### config.mk
export PLATFORM = sky130hd
export DESIGN_NAME = four_channel_counter_timer_unit
export DESIGN_NICKNAME = d
export VERILOG_FILES = /design/src/hw/rtl/fcct_pkg.sv /design/src/hw/rtl/four_channel_counter_timer_unit.sv
export SDC_FILE = /design/constraint.sdc
export NUM_CORES = 1
export LEC_CHECK = 0
export ABC_AREA = 1
export BUFFER_PORTS_ARGS = -buffer_cell sky130_fd_sc_hd__buf_2
export CORE_MARGIN = 5
export CORE_UTILIZATION = 60
export CTS_CLUSTER_DIAMETER = 150
export DETAILED_ROUTE_END_ITERATION = 10
export HOLD_SLACK_MARGIN = 0.1
export PLACE_DENSITY = 0.77
export SKIP_LAST_GASP = 1
export SLEW_MARGIN = 20
export SYNTH_ARGS = -nofsm -noshare
export SYNTH_HDL_FRONTEND = slang
export SYNTH_SLANG_ARGS = --single-unit
### constraint.sdc
create_clock -name i_clk -period 6.45 [get_ports i_clk]
set_input_delay 0.9675 -clock i_clk [delete_from_list [all_inputs] [get_ports i_clk]]
set_output_delay 0.9675 -clock i_clk [all_outputs]
set_load 0.005 [all_outputs]
### src/hw/rtl/fcct_pkg.sv
`timescale 1ns / 1ps

package fcct_pkg;

    localparam int NUM_CHANNELS = 4;
    localparam int CH_W         = 2;
    localparam int NUM_W        = 11;   // cycles plus kept remainder

    localparam logic [7:0] BIT_IRQ_EN  = 8'h80;
    localparam logic [7:0] BIT_COUNTER = 8'h40;
    localparam logic [7:0] BIT_PRE256  = 8'h20;
    localparam logic [7:0] BIT_LATCH   = 8'h04;
    localparam logic [7:0] BIT_RESET   = 8'h02;
    localparam logic [7:0] BIT_CONTROL = 8'h01;
    localparam logic [7:0] VEC_MASK    = 8'hf8;

    localparam logic [1:0] OP_WRITE = 2'd0;
    localparam logic [1:0] OP_READ  = 2'd1;
    localparam logic [1:0] OP_TICK  = 2'd2;

    localparam logic [1:0] MODE_SINGLE  = 2'd0;
    localparam logic [1:0] MODE_THREE   = 2'd1;
    localparam logic [1:0] MODE_CASCADE = 2'd2;

    localparam logic [1:0] CFG_MODE   = 2'd0;
    localparam logic [1:0] CFG_OFFSET = 2'd1;
    localparam logic [1:0] CFG_VIDEO  = 2'd2;

    localparam logic [2:0] VIDEO_NONE = 3'd4;

    typedef struct packed {
        logic [7:0] ctrl;
        logic [7:0] reload;
        logic [7:0] count;
        logic       active;
        logic [7:0] cpc;
        logic [7:0] rem;
    } t_chan;

    localparam t_chan CHAN_RST = '{ctrl: 8'h03, reload: 8'd0, count: 8'd0,
                                   active: 1'b0, cpc: 8'd227, rem: 8'd0};

    typedef struct packed {
        t_chan ch;
        logic  zero;
    } t_step;

    typedef enum logic [3:0] {
        S_IDLE, S_WRD, S_WLD, S_VEC, S_TRD3, S_TLD3, S_TRD, S_TLD,
        S_DIV, S_STEP, S_TWB, S_TWB3, S_DONE
    } t_state;

    function automatic logic [7:0] cpc_sel(input logic [1:0] mode, input logic big);
        logic [7:0] r;
        unique case (mode)
            MODE_THREE:   r = big ? 8'd255 : 8'd16;
            MODE_CASCADE: r = big ? 8'd225 : 8'd14;
            default:      r = big ? 8'd245 : 8'd15;
        endcase
        return r;
    endfunction

    function automatic t_chan reload_chan(input t_chan c, input logic is3,
                                          input logic [1:0] mode, input logic [5:0] off);
        t_chan r;
        r = c;
        r.count = c.reload + (is3 ? {{2{off[5]}}, off} : 8'd0);
        r.cpc   = cpc_sel(mode, c.ctrl[5]);
        return r;
    endfunction

    // One count step; zero is set when the counter ran down to zero.
    function automatic t_step step_chan(input t_chan c, input logic is3,
                                        input logic [1:0] mode, input logic [5:0] off);
        t_step r;
        t_chan d;
        d = c;
        r.zero = 1'b0;
        if (c.count != 8'd0) begin
            d.count = c.count - 8'd1;
            if (d.count == 8'd0) begin
                d = reload_chan(d, is3, mode, off);
                r.zero = 1'b1;
            end
        end else begin
            d = reload_chan(d, is3, mode, off);
        end
        r.ch = d;
        return r;
    endfunction

endpackage

### src/hw/rtl/four_channel_counter_timer_unit.sv
`timescale 1ns / 1ps

// Four-channel counter/timer. One request in, one result out. Channel state lives in
// a 4-entry state memory plus a 4-entry vector memory, both with registered reads;
// every request reads them, and writes and ticks modify and write back, one request at a
// time. A vector write on channel 0 writes all four vector entries, one entry a
// cycle. A tick runs, per clocked channel, a read; then, if the channel is active and
// not in counter mode, a bit-serial division of the cycle total by the prescale and
// the counter steps (up to 91 steps); then a write-back. It adds a read and a
// write-back of channel 3 when channel 2 cascades into it.
// Configuration writes are always taken (ready high) and must only come while idle.
module four_channel_counter_timer_unit
    import fcct_pkg::*;
(
    input  logic       i_clk,
    input  logic       i_rst_n,
    // request channel
    input  logic       i_in_valid,
    output logic       o_in_stall,
    input  logic [1:0] i_opcode,
    input  logic [1:0] i_channel,
    input  logic [7:0] i_data_byte,
    input  logic [9:0] i_cpu_cycles,
    // result channel
    output logic       o_out_valid,
    input  logic       i_out_stall,
    output logic [7:0] o_read_value,
    output logic       o_irq_set,
    output logic [7:0] o_irq_vector,
    output logic       o_irq_clear,
    output logic       o_video_vector_valid,
    output logic [7:0] o_video_vector,
    // configuration
    input  logic       i_cfg_valid,
    output logic       o_cfg_ready,
    input  logic [1:0] i_cfg_index,
    input  logic [7:0] i_cfg_data
);

    // config registers
    logic [1:0] r_mode;
    logic [5:0] r_off;
    logic [2:0] r_vch;

    t_state r_state, n_state;

    // latched request
    logic [1:0]      r_op;
    logic [CH_W-1:0] r_ch;
    logic [7:0]      r_data;
    logic [9:0]      r_cyc;

    // working copies
    t_chan      r_w, r_w3;
    logic [7:0] r_wvec, r_w3vec;

    // divider
    logic [NUM_W-1:0] r_num, r_quo;
    logic [7:0]       r_prem;
    logic [3:0]       r_bit;

    // result accumulation
    logic [7:0] r_rd, r_vec, r_vvec;
    logic       r_irq, r_clr, r_vv;

    // output register
    logic       r_out_valid;
    logic [7:0] r_o_rd, r_o_vec, r_o_vvec;
    logic       r_o_irq, r_o_clr, r_o_vv;

    // memories: state and vectors, with per-entry init bits
    t_chan      mem [NUM_CHANNELS];
    logic [7:0] vmem [NUM_CHANNELS];
    logic [NUM_CHANNELS-1:0] r_init, r_vinit;
    t_chan      r_rdata;
    logic [7:0] r_rvdata;
    logic       r_rinit, r_rvinit;

    logic [CH_W-1:0] mem_raddr, mem_waddr, vec_waddr;
    logic            mem_we, vec_we;
    t_chan           mem_wdata;
    logic [7:0]      vec_wdata;

    t_chan      rd_chan;
    logic [7:0] rd_vec;

    logic in_acc, out_free, casc, last_ch, div_done;
    logic [CH_W-1:0] first_ch, stop_ch;
    logic [7:0] divisor, prem_n;
    logic [8:0] div_t;
    logic       div_ge;
    t_chan      wr_chan;
    logic       wr_we, wr_vec, wr_clr;
    logic [7:0] d0;
    t_step      st_a, st_b;

    assign o_cfg_ready = 1'b1;
    assign o_in_stall  = (r_state != S_IDLE);
    assign in_acc      = i_in_valid && !o_in_stall;
    assign out_free    = !r_out_valid || !i_out_stall;

    assign rd_chan = r_rinit  ? r_rdata  : CHAN_RST;
    assign rd_vec  = r_rvinit ? r_rvdata : 8'd0;

    // channels served by a tick
    assign first_ch = (r_mode == MODE_THREE || r_mode == MODE_CASCADE) ? 2'd0 : 2'd1;
    assign stop_ch  = (r_mode == MODE_THREE || r_mode == MODE_CASCADE) ? 2'd2 : 2'd1;
    assign last_ch  = (r_ch == stop_ch);
    assign casc     = (r_mode == MODE_CASCADE) && (r_ch == 2'd2);

    // restoring divider, one quotient bit a cycle
    assign divisor  = (r_w.cpc == 8'd0) ? 8'd1 : r_w.cpc;
    assign div_t    = {r_prem, r_num[NUM_W-1]};
    assign div_ge   = (div_t >= {1'b0, divisor});
    assign prem_n   = div_ge ? 8'(div_t - {1'b0, divisor}) : div_t[7:0];
    assign div_done = (r_bit == 4'(NUM_W - 1));

    // counter steps: the channel itself and, on its zero, cascaded channel 3
    assign st_a = step_chan(r_w, r_ch == 2'd3, r_mode, r_off);
    assign st_b = step_chan(r_w3, 1'b1, r_mode, r_off);

    // byte write decode
    always_comb begin
        d0      = (r_data == 8'd0) ? 8'd255 : r_data;
        wr_chan = rd_chan;
        wr_we   = 1'b0;
        wr_vec  = 1'b0;
        wr_clr  = 1'b0;
        if ((rd_chan.ctrl & BIT_LATCH) != 8'd0) begin
            wr_chan.ctrl   = rd_chan.ctrl & ~BIT_LATCH;
            wr_chan.reload = d0;
            wr_chan.count  = d0;
            wr_chan        = reload_chan(wr_chan, r_ch == 2'd3, r_mode, r_off);
            wr_chan.active = 1'b1;
            wr_we          = 1'b1;
        end else if ((r_data & BIT_CONTROL) != 8'd0) begin
            wr_chan.ctrl   = r_data;
            wr_chan.active = !r_data[1];
            wr_clr         = r_data[1];
            wr_we          = 1'b1;
        end else if (r_ch == 2'd0) begin
            wr_vec = 1'b1;
            wr_clr = 1'b1;
        end
    end

    // next state
    always_comb begin
        n_state = r_state;
        unique case (r_state)
            S_IDLE: begin
                if (in_acc) begin
                    unique case (i_opcode)
                        OP_WRITE, OP_READ: n_state = S_WRD;
                        OP_TICK: begin
                            n_state = S_TRD;
                        end
                        default: n_state = S_DONE;
                    endcase
                end
            end
            S_WRD: n_state = S_WLD;
            S_WLD: begin
                if (r_op == OP_WRITE && wr_vec) n_state = S_VEC;
                else n_state = S_DONE;
            end
            S_VEC:  n_state = (r_ch == 2'd3) ? S_DONE : S_VEC;
            S_TRD3: n_state = S_TLD3;
            S_TLD3: n_state = S_TRD;
            S_TRD:  n_state = S_TLD;
            S_TLD: begin
                if (!rd_chan.active || (rd_chan.ctrl & BIT_COUNTER) != 8'd0)
                    n_state = S_TWB;
                else
                    n_state = S_DIV;
            end
            S_DIV:  n_state = div_done ? S_STEP : S_DIV;
            S_STEP: n_state = (r_quo == '0) ? S_TWB : S_STEP;
            S_TWB: begin
                priority if (casc) n_state = S_TWB3;
                else if (last_ch) n_state = S_DONE;
                else if (r_mode == MODE_CASCADE && r_ch == 2'd1) n_state = S_TRD3;
                else n_state = S_TRD;
            end
            S_TWB3: n_state = S_DONE;
            S_DONE: n_state = out_free ? S_IDLE : S_DONE;
            default: n_state = S_IDLE;
        endcase
    end

    // memory port control
    always_comb begin
        mem_raddr = r_ch;
        mem_we    = 1'b0;
        mem_waddr = r_ch;
        mem_wdata = r_w;
        vec_we    = 1'b0;
        vec_waddr = r_ch;
        vec_wdata = (r_data & VEC_MASK) | {5'd0, r_ch, 1'b0};
        unique case (r_state)
            S_TRD3: mem_raddr = 2'd3;
            S_WLD: begin
                mem_we    = (r_op == OP_WRITE) && wr_we;
                mem_wdata = wr_chan;
            end
            S_VEC: vec_we = 1'b1;
            S_TWB: mem_we = 1'b1;
            S_TWB3: begin
                mem_we    = 1'b1;
                mem_waddr = 2'd3;
                mem_wdata = r_w3;
            end
            default: ;
        endcase
    end

    always_ff @(posedge i_clk) begin
        r_rdata  <= mem[mem_raddr];
        r_rvdata <= vmem[mem_raddr];
        r_rinit  <= r_init[mem_raddr];
        r_rvinit <= r_vinit[mem_raddr];
        if (mem_we) mem[mem_waddr] <= mem_wdata;
        if (vec_we) vmem[vec_waddr] <= vec_wdata;
    end

    // control state
    always_ff @(posedge i_clk) begin
        if (!i_rst_n) begin
            r_state     <= S_IDLE;
            r_mode      <= MODE_SINGLE;
            r_off       <= 6'd0;
            r_vch       <= VIDEO_NONE;
            r_init      <= '0;
            r_vinit     <= '0;
            r_out_valid <= 1'b0;
        end else begin
            r_state <= n_state;
            if (i_cfg_valid) begin
                unique case (i_cfg_index)
                    CFG_MODE:   r_mode <= i_cfg_data[1:0];
                    CFG_OFFSET: r_off  <= i_cfg_data[5:0];
                    CFG_VIDEO:  r_vch  <= i_cfg_data[2:0];
                    default: ;
                endcase
            end
            if (mem_we) r_init[mem_waddr]  <= 1'b1;
            if (vec_we) r_vinit[vec_waddr] <= 1'b1;
            if (r_state == S_DONE && out_free) r_out_valid <= 1'b1;
            else if (!i_out_stall)             r_out_valid <= 1'b0;
        end
    end

    // datapath
    always_ff @(posedge i_clk) begin
        unique case (r_state)
            S_IDLE: begin
                if (in_acc) begin
                    r_op   <= i_opcode;
                    r_ch   <= (i_opcode == OP_TICK) ? first_ch : i_channel;
                    r_data <= i_data_byte;
                    r_cyc  <= i_cpu_cycles;
                    r_rd   <= 8'd0;
                    r_vec  <= 8'd0;
                    r_vvec <= 8'd0;
                    r_irq  <= 1'b0;
                    r_clr  <= 1'b0;
                    r_vv   <= 1'b0;
                end
            end
            S_WLD: begin
                if (r_op == OP_READ) begin
                    r_rd <= rd_chan.count;
                end else begin
                    r_clr <= wr_clr;
                    if (wr_vec && r_vch < VIDEO_NONE) begin
                        r_vv   <= 1'b1;
                        r_vvec <= (r_data & VEC_MASK) | {5'd0, r_vch[1:0], 1'b0};
                    end
                    if (wr_vec) r_ch <= 2'd0;
                end
            end
            S_VEC: r_ch <= r_ch + 2'd1;
            S_TLD3: begin
                r_w3    <= rd_chan;
                r_w3vec <= rd_vec;
            end
            S_TLD: begin
                r_w    <= rd_chan;
                r_wvec <= rd_vec;
                r_num  <= NUM_W'(r_cyc) + NUM_W'(rd_chan.rem);
                r_quo  <= '0;
                r_prem <= 8'd0;
                r_bit  <= 4'd0;
            end
            S_DIV: begin
                r_num  <= {r_num[NUM_W-2:0], 1'b0};
                r_quo  <= {r_quo[NUM_W-2:0], div_ge};
                r_prem <= prem_n;
                r_bit  <= r_bit + 4'd1;
                if (div_done) r_w.rem <= prem_n;
            end
            S_STEP: begin
                if (r_quo != '0) begin
                    r_quo <= r_quo - NUM_W'(1);
                    r_w   <= st_a.ch;
                    if (st_a.zero && r_w.ctrl[7]) begin
                        r_irq <= 1'b1;
                        r_vec <= r_wvec;
                    end
                    if (casc && st_a.zero) begin
                        r_w3 <= st_b.ch;
                        if (st_b.zero && r_w3.ctrl[7]) begin
                            r_irq <= 1'b1;
                            r_vec <= r_w3vec;
                        end
                    end
                end
            end
            S_TWB: begin
                if (!casc && !last_ch) r_ch <= r_ch + 2'd1;
            end
            S_DONE: begin
                if (out_free) begin
                    r_o_rd   <= r_rd;
                    r_o_irq  <= r_irq;
                    r_o_vec  <= r_vec;
                    r_o_clr  <= r_clr;
                    r_o_vv   <= r_vv;
                    r_o_vvec <= r_vvec;
                end
            end
            default: ;
        endcase
    end

    assign o_out_valid          = r_out_valid;
    assign o_read_value         = r_o_rd;
    assign o_irq_set            = r_o_irq;
    assign o_irq_vector         = r_o_vec;
    assign o_irq_clear          = r_o_clr;
    assign o_video_vector_valid = r_o_vv;
    assign o_video_vector       = r_o_vvec;

endmodule
# Word-level counts from Yosys, hierarchy flattened
# Memory sizes are Yosys's and may differ from the RTL's. A register that Yosys moved wholly into a read port is not among the register bits.
# Cells that the tools add are included.
[op_classes]
n_reduce_logical = 64
n_bitwise = 5
magnitude_cmp = 7
n_eq_ne = 36
add_sub_neg = 10
n_mux = 112
[op_table]
columns = ["op", "n"]
rows = [
  ["two-way mux 41 bit", 5],
  ["two-way mux 8 bit", 25],
  ["case mux 41 bit (2 select lines)", 2],
  ["case mux 8 bit (2 select lines)", 7],
  ["two-way mux 25 bit", 3],
  ["case mux 33 bit (2 select lines)", 1],
  ["case mux 4 bit (13 select lines)", 1],
  ["two-way mux 1 bit", 34],
  ["case mux 11 bit (3 select lines)", 1],
  ["logical NOT 8 bit", 4],
  ["two-way mux 16 bit", 2],
  ["adder 8 bit", 3],
  ["equality test 4 bit, second input constant", 6],
  ["two-way mux 4 bit", 6],
  ["case mux 8 bit (3 select lines)", 1],
  ["two-way mux 2 bit", 11],
  ["case mux 11 bit (2 select lines)", 1],
  ["!= test 2 bit, second input constant", 9],
  ["AND reduction 2 bit", 9],
  ["AND reduction 3 bit", 6],
  ["equality test 4 x 3 -> 1 bit, second input constant", 4],
  ["bitwise OR 8 x 3 -> 8 bit", 2],
  ["case mux 4 bit (2 select lines)", 2],
  ["nonzero test 8 bit", 2],
  ["other kinds (37)", 87],
]
[totals]
word_cells = 279
output_inout_bits = 30
ram_bits = 196
ff_bits = 234
mem_count = 2
[mem_list]
columns = ["name", "words", "width", "read_ports", "rd_clocked_by_memory_dff", "write_ports", "line", "rtl"]
rows = [
  ["mem", 4, 41, 1, 1, 1, "four_channel_counter_timer_unit.sv:72", "t_chan mem [NUM_CHANNELS];"],
  ["vmem", 4, 8, 1, 1, 1, "four_channel_counter_timer_unit.sv:73", "logic [7:0] vmem [NUM_CHANNELS];"],
]

# Logic depth before layout (Yosys ltp)
[logic_depth]
ltp_word = 10
mapped_depth = 15
ltp_nobuf = 15

# Worst setup path after synthesis
# No wires, ideal clock.
[synth_timing]
kind = "register -> register"
from = "register r_state[2]"
to = "register r_w3[10] (netlist name), enable pin"
t_required_ns = 6.118
synth_period_minus_slack_ns = 3.383
setup_ns = 0.332
setup_slack_ns = 3.067
arrival_ns = 3.051
stages_incl_launch_ff = 6
path_cell_list = "dfxtp_1 nand2_2 nor3_1 o21ai_0 a21oi_2 and2_1"
[synth_between]
elab_chain_len = 3
word_cells_on_any_way = 7
cone_classes = "eq/ne (5); reduce/logical (2)"
[synth_lines]
columns = ["item", "line", "rtl"]
rows = [
  ["start, declared", "four_channel_counter_timer_unit.sv:45", "t_state r_state, n_state;"],
  ["start signal, assigned", "four_channel_counter_timer_unit.sv:237", "r_state <= n_state;"],
  ["equality test 4 bit or equality test 4 x 3 -> 1 bit (tied branches)", "four_channel_counter_timer_unit.sv:255", "unique case (r_state)"],
  ["!= test 3 bit (no line) (tied with other cells)", "-", ""],
  ["AND reduction 4 bit (no line) (*)", "-", ""],
  ["end signal, assigned", "four_channel_counter_timer_unit.sv:284", "r_w3 <= rd_chan;"],
  ["end signal, assigned", "four_channel_counter_timer_unit.sv:311", "r_w3 <= st_b.ch;"],
  ["end, declared", "four_channel_counter_timer_unit.sv:54", "t_chan r_w, r_w3;"],
]
# Every way passes the cells marked *; elsewhere a longest branch is shown, timed or not.
# A chain may end at the register's enable or synchronous reset.

# Final worst setup path
[layout_timing]
from = "register r_state[0]"
to = "register r_w[15] (netlist name), enable pin"
[layout_between]
elab_chain_len = 3
word_cells_on_any_way = 6
cone_classes = "eq/ne (4); reduce/logical (2)"
[layout_lines]
columns = ["item", "line", "rtl"]
rows = [
  ["equality test 4 bit or equality test 4 x 3 -> 1 bit (tied branches)", "four_channel_counter_timer_unit.sv:255", ""],
  ["!= test 3 bit (no line) (tied with other cells)", "-", ""],
  ["AND reduction 3 bit (no line) (*)", "-", ""],
  ["end signal, assigned", "four_channel_counter_timer_unit.sv:288", "r_w <= rd_chan;"],
  ["end signal, assigned", "four_channel_counter_timer_unit.sv:305", "r_w <= st_a.ch;"],
  ["end, declared", "four_channel_counter_timer_unit.sv:54", ""],
]
# Marks and branches as above.

==> results.cfg <==
[sta]
finalCriticalPeriod_ps = 3280
rsz0062_at_grt = false
relSlewSlack_pct = 27.2
fin_crit_sh_pct = 50.8
setup_tns_ps = 0
max_slew.worst_pin.slew_ps = 1090
drv_slew = 0
final_hold_viol_count = 0
worst_clock_skew_ps = 18.8
clock.fmax_mhz = 305
setup_viol = 0

[place]
dp.cells = 2376
port_buffers = 62
dp_hpwl_mm = 33.3
place_congestion = 0.985

[min_path]
hp-start = r_vvec[1]
hold_path.class = register to register

[worst_setup_path]
criticalPathCategory = register to register
crit_slowest_cell = buf_4
cp_data_required_time_ps = 6680
start_kind = register
r2r_start = r_state[0]
arrival_ps = 3510
critPathBufInv = 5
cp_top_family = buffers and inverters
max_stage_delay_ps = 590
cp_cell_sequence = inv_2, nor2_1, nand2_1, buf_4, inv_2, buf_4, nand2_1, nand2_1, o21ai_1, inv_1
crit_path_max_fanout = 48
worstSetupEndpointType = register
startpoint = r_state[0]
cpMostUsedCell = nand2_1

[grt]
grt_util_met2_pct = 45.0
busiest_layer = met2
gr-usage-met3_pct = 4.32
grtUsageTotal_pct = 26.9
grt_util_met1_pct = 36.0
grt_max_degree = 66
grt_pass1_vias = 14100
grt_overflow = 0
grt_pass1_wl_mm = 76.5
antenna_found_initial = 0

[clock_tree]
post_cts_resized = 0
clock_latency_ps = 560
clock_sinks = 442
clk_pin_slew_ps = 60
clock_path_buffers = 3
ctsHoldBuffers = 0
htree_levels = 2
cts_made_buffers = 46
root_buffer = clkbuf_16
cts_setup_buffers = 0
cts_tree = yes

[final_layout]
fin_nets = 2074
final_cells = 2461
drive_gt1_share_pct = 10.5
syn_to_final_growth_pct = 11.1
antenna_cells = 0
n_fill_cell = 2459

[die]
core-area_um2 = 32700
ioPinCount = 67
initial_core_util_pct = 61.1
rows = 66
die-width_um = 193
die_h_um = 193
dieArea_um2 = 37100

[yosys]
ys_ff_latch = 442
synth_cell_types = 55
synth_area_leaders = edfxtp_1 (56%), dfxtp_1 (7.0%), nand2_1 (6.7%), nor2_1 (4.8%), inv_1 (3.5%)
synth_largest_area_cell = edfxtp_1
syn_avg_cell_area_um2 = 10.4
synth_edf_count = 372
synth_top_area_share_pct = 55.9
synthArstFlopShare_pct = 0
yosys_warnings = 0
ys_seq_area_share_pct = 62.9
yosys-top-cells-count = edfxtp_1 (372), nand2_1 (356), nor2_1 (254)
synthCells = 1924
yosysMostFrequentCell = edfxtp_1
syn_nets = 2016
synth-main-ff-cell = edfxtp_1
netlist_area_um2 = 20000

[detailed_routing]
vias = 14300
drt_iter0_drc = 1485
drc_errors = 0
wl_per_cell_um = 19.9
first_pass_iters = 5
vias_per_cell = 5.80
postRouteAntennaNets = 0
drt-total-wl_mm = 49.0

[power]
p_leak_nw = 8.84
power_density_nw_per_um2 = 429
ir_drop_v = 0.000311

[job]
cap_violations = 0

[status]
status = finished, final reports clean
-- routing by layer --
metal / vias to the layer above / wire length, um
li1: 6758 / -
met1: 6811 / 20000
met2: 582 / 23500
met3: 120 / 3770
met4: 0 / 1740
met5: - / 0
-- worst register-to-register path, stage by stage, from the launching register on --
cell and delay, ps:
dfxtp_1 420, inv_2 70, nor2_1 130, nand2_1 70, buf_4 260, inv_2 330
buf_4 590, nand2_1 170, nand2_1 490, o21ai_1 160, inv_1 280
-- flip-flops by register name, indices dropped and copies added, names as in the netlist, 6 cells and up --
register and cells:
r_w 37, r_vvec 7, o_irq_vector 8, r_cyc 10, r_rvdata 7, r_w3 37
r_prem 8, r_vec 8, r_off 6, mem 148, r_quo 11, r_data 8
r_rd 8, r_wvec 7, o_read_value 8, vmem 28, r_rdata 37, o_video_vector 7
r_num 11, r_w3vec 7
-- area by class of cell --
cell class	count	area, um^2	share of cell area, %
well taps	442	553	2.49
flip-flops and latches	442	12600	56.6
multi-input cells	1208	6340	28.6
clock buffers	64	1290	5.80
repair buffers	79	438	1.97
inverters	205	772	3.48
clock inverters	21	239	1.08
-- final timing paths --
kind                                          end  slack (ps)  cells after the start
worst max-delay path                      r_w[15]        3170                     10
worst min-delay path            o_video_vector[1]         420                      0
worst min register to register  o_video_vector[1]         420                      0
worst max register to register            r_w[15]        3170                     10
-- where the power goes --
group | total, mW | internal [mW] | switching (mW)
combinational | 2.77 | 0.785 | 1.98
sequential | 4.11 | 3.85 | 0.257
clock | 2.65 | 1.57 | 1.08
-- cell families after synthesis --
| logic type | after synthesis | synth area share (%) |
|---|---|---|
| and+or+nand+nor | 765 | 16.3 |
| DFF | 442 | 62.9 |
| AOI/OAI and AO/OA | 356 | 10.3 |
| buffers and inverters | 274 | 5.53 |
| adders and majority gates | 55 | 3.63 |
| xor gates and xnor gates | 30 | 1.31 |
| other | 2 | 0.0376 |
-- per-stage QoR --
stage | hold WS [ps] | setup slack, ps | util (%) | instance area, um^2 | power (mW)
after detailed placement | 405 | 3200 | 63.2 | 20700 | 6.89
final | 418 | 3170 | 67.9 | 22200 | 9.53
after CTS | 419 | 3200 | 67.9 | 22200 | 9.53
after global placement | 401 | 3290 | 63.2 | 20700 | 6.78
after floorplan | 400 | 3070 | - | 20000 | 6.05
after global routing | 426 | 2870 | 67.9 | 22200 | 10.1
-- cells in the final DEF, fill, tap and decap left out, types with 6 or more instances in the layout --
cell	netlist	routed
a21oi_1	52	51
a31oi_1	6	6
buf_2	33	62
buf_4	7	17
clkbuf_1	27	11
clkbuf_16	0	46
clkbuf_8	0	7
clkinv_2	0	8
dfxtp_1	70	70
edfxtp_1	372	372
ha_1	50	50
inv_1	186	186
inv_2	18	18
nand2_1	356	356
nand2_2	11	11
nand3_1	68	68
nand3b_1	12	12
nand4_1	20	20
nor2_1	254	252
nor2_2	17	16
nor3_1	12	11
o2111ai_1	9	9
o211ai_1	26	26
o21ai_0	97	97
o21ai_1	76	76
o22ai_1	59	59
xnor2_1	16	16
xor2_1	14	14
No activity file was read; power rests on OpenSTA's default activity.
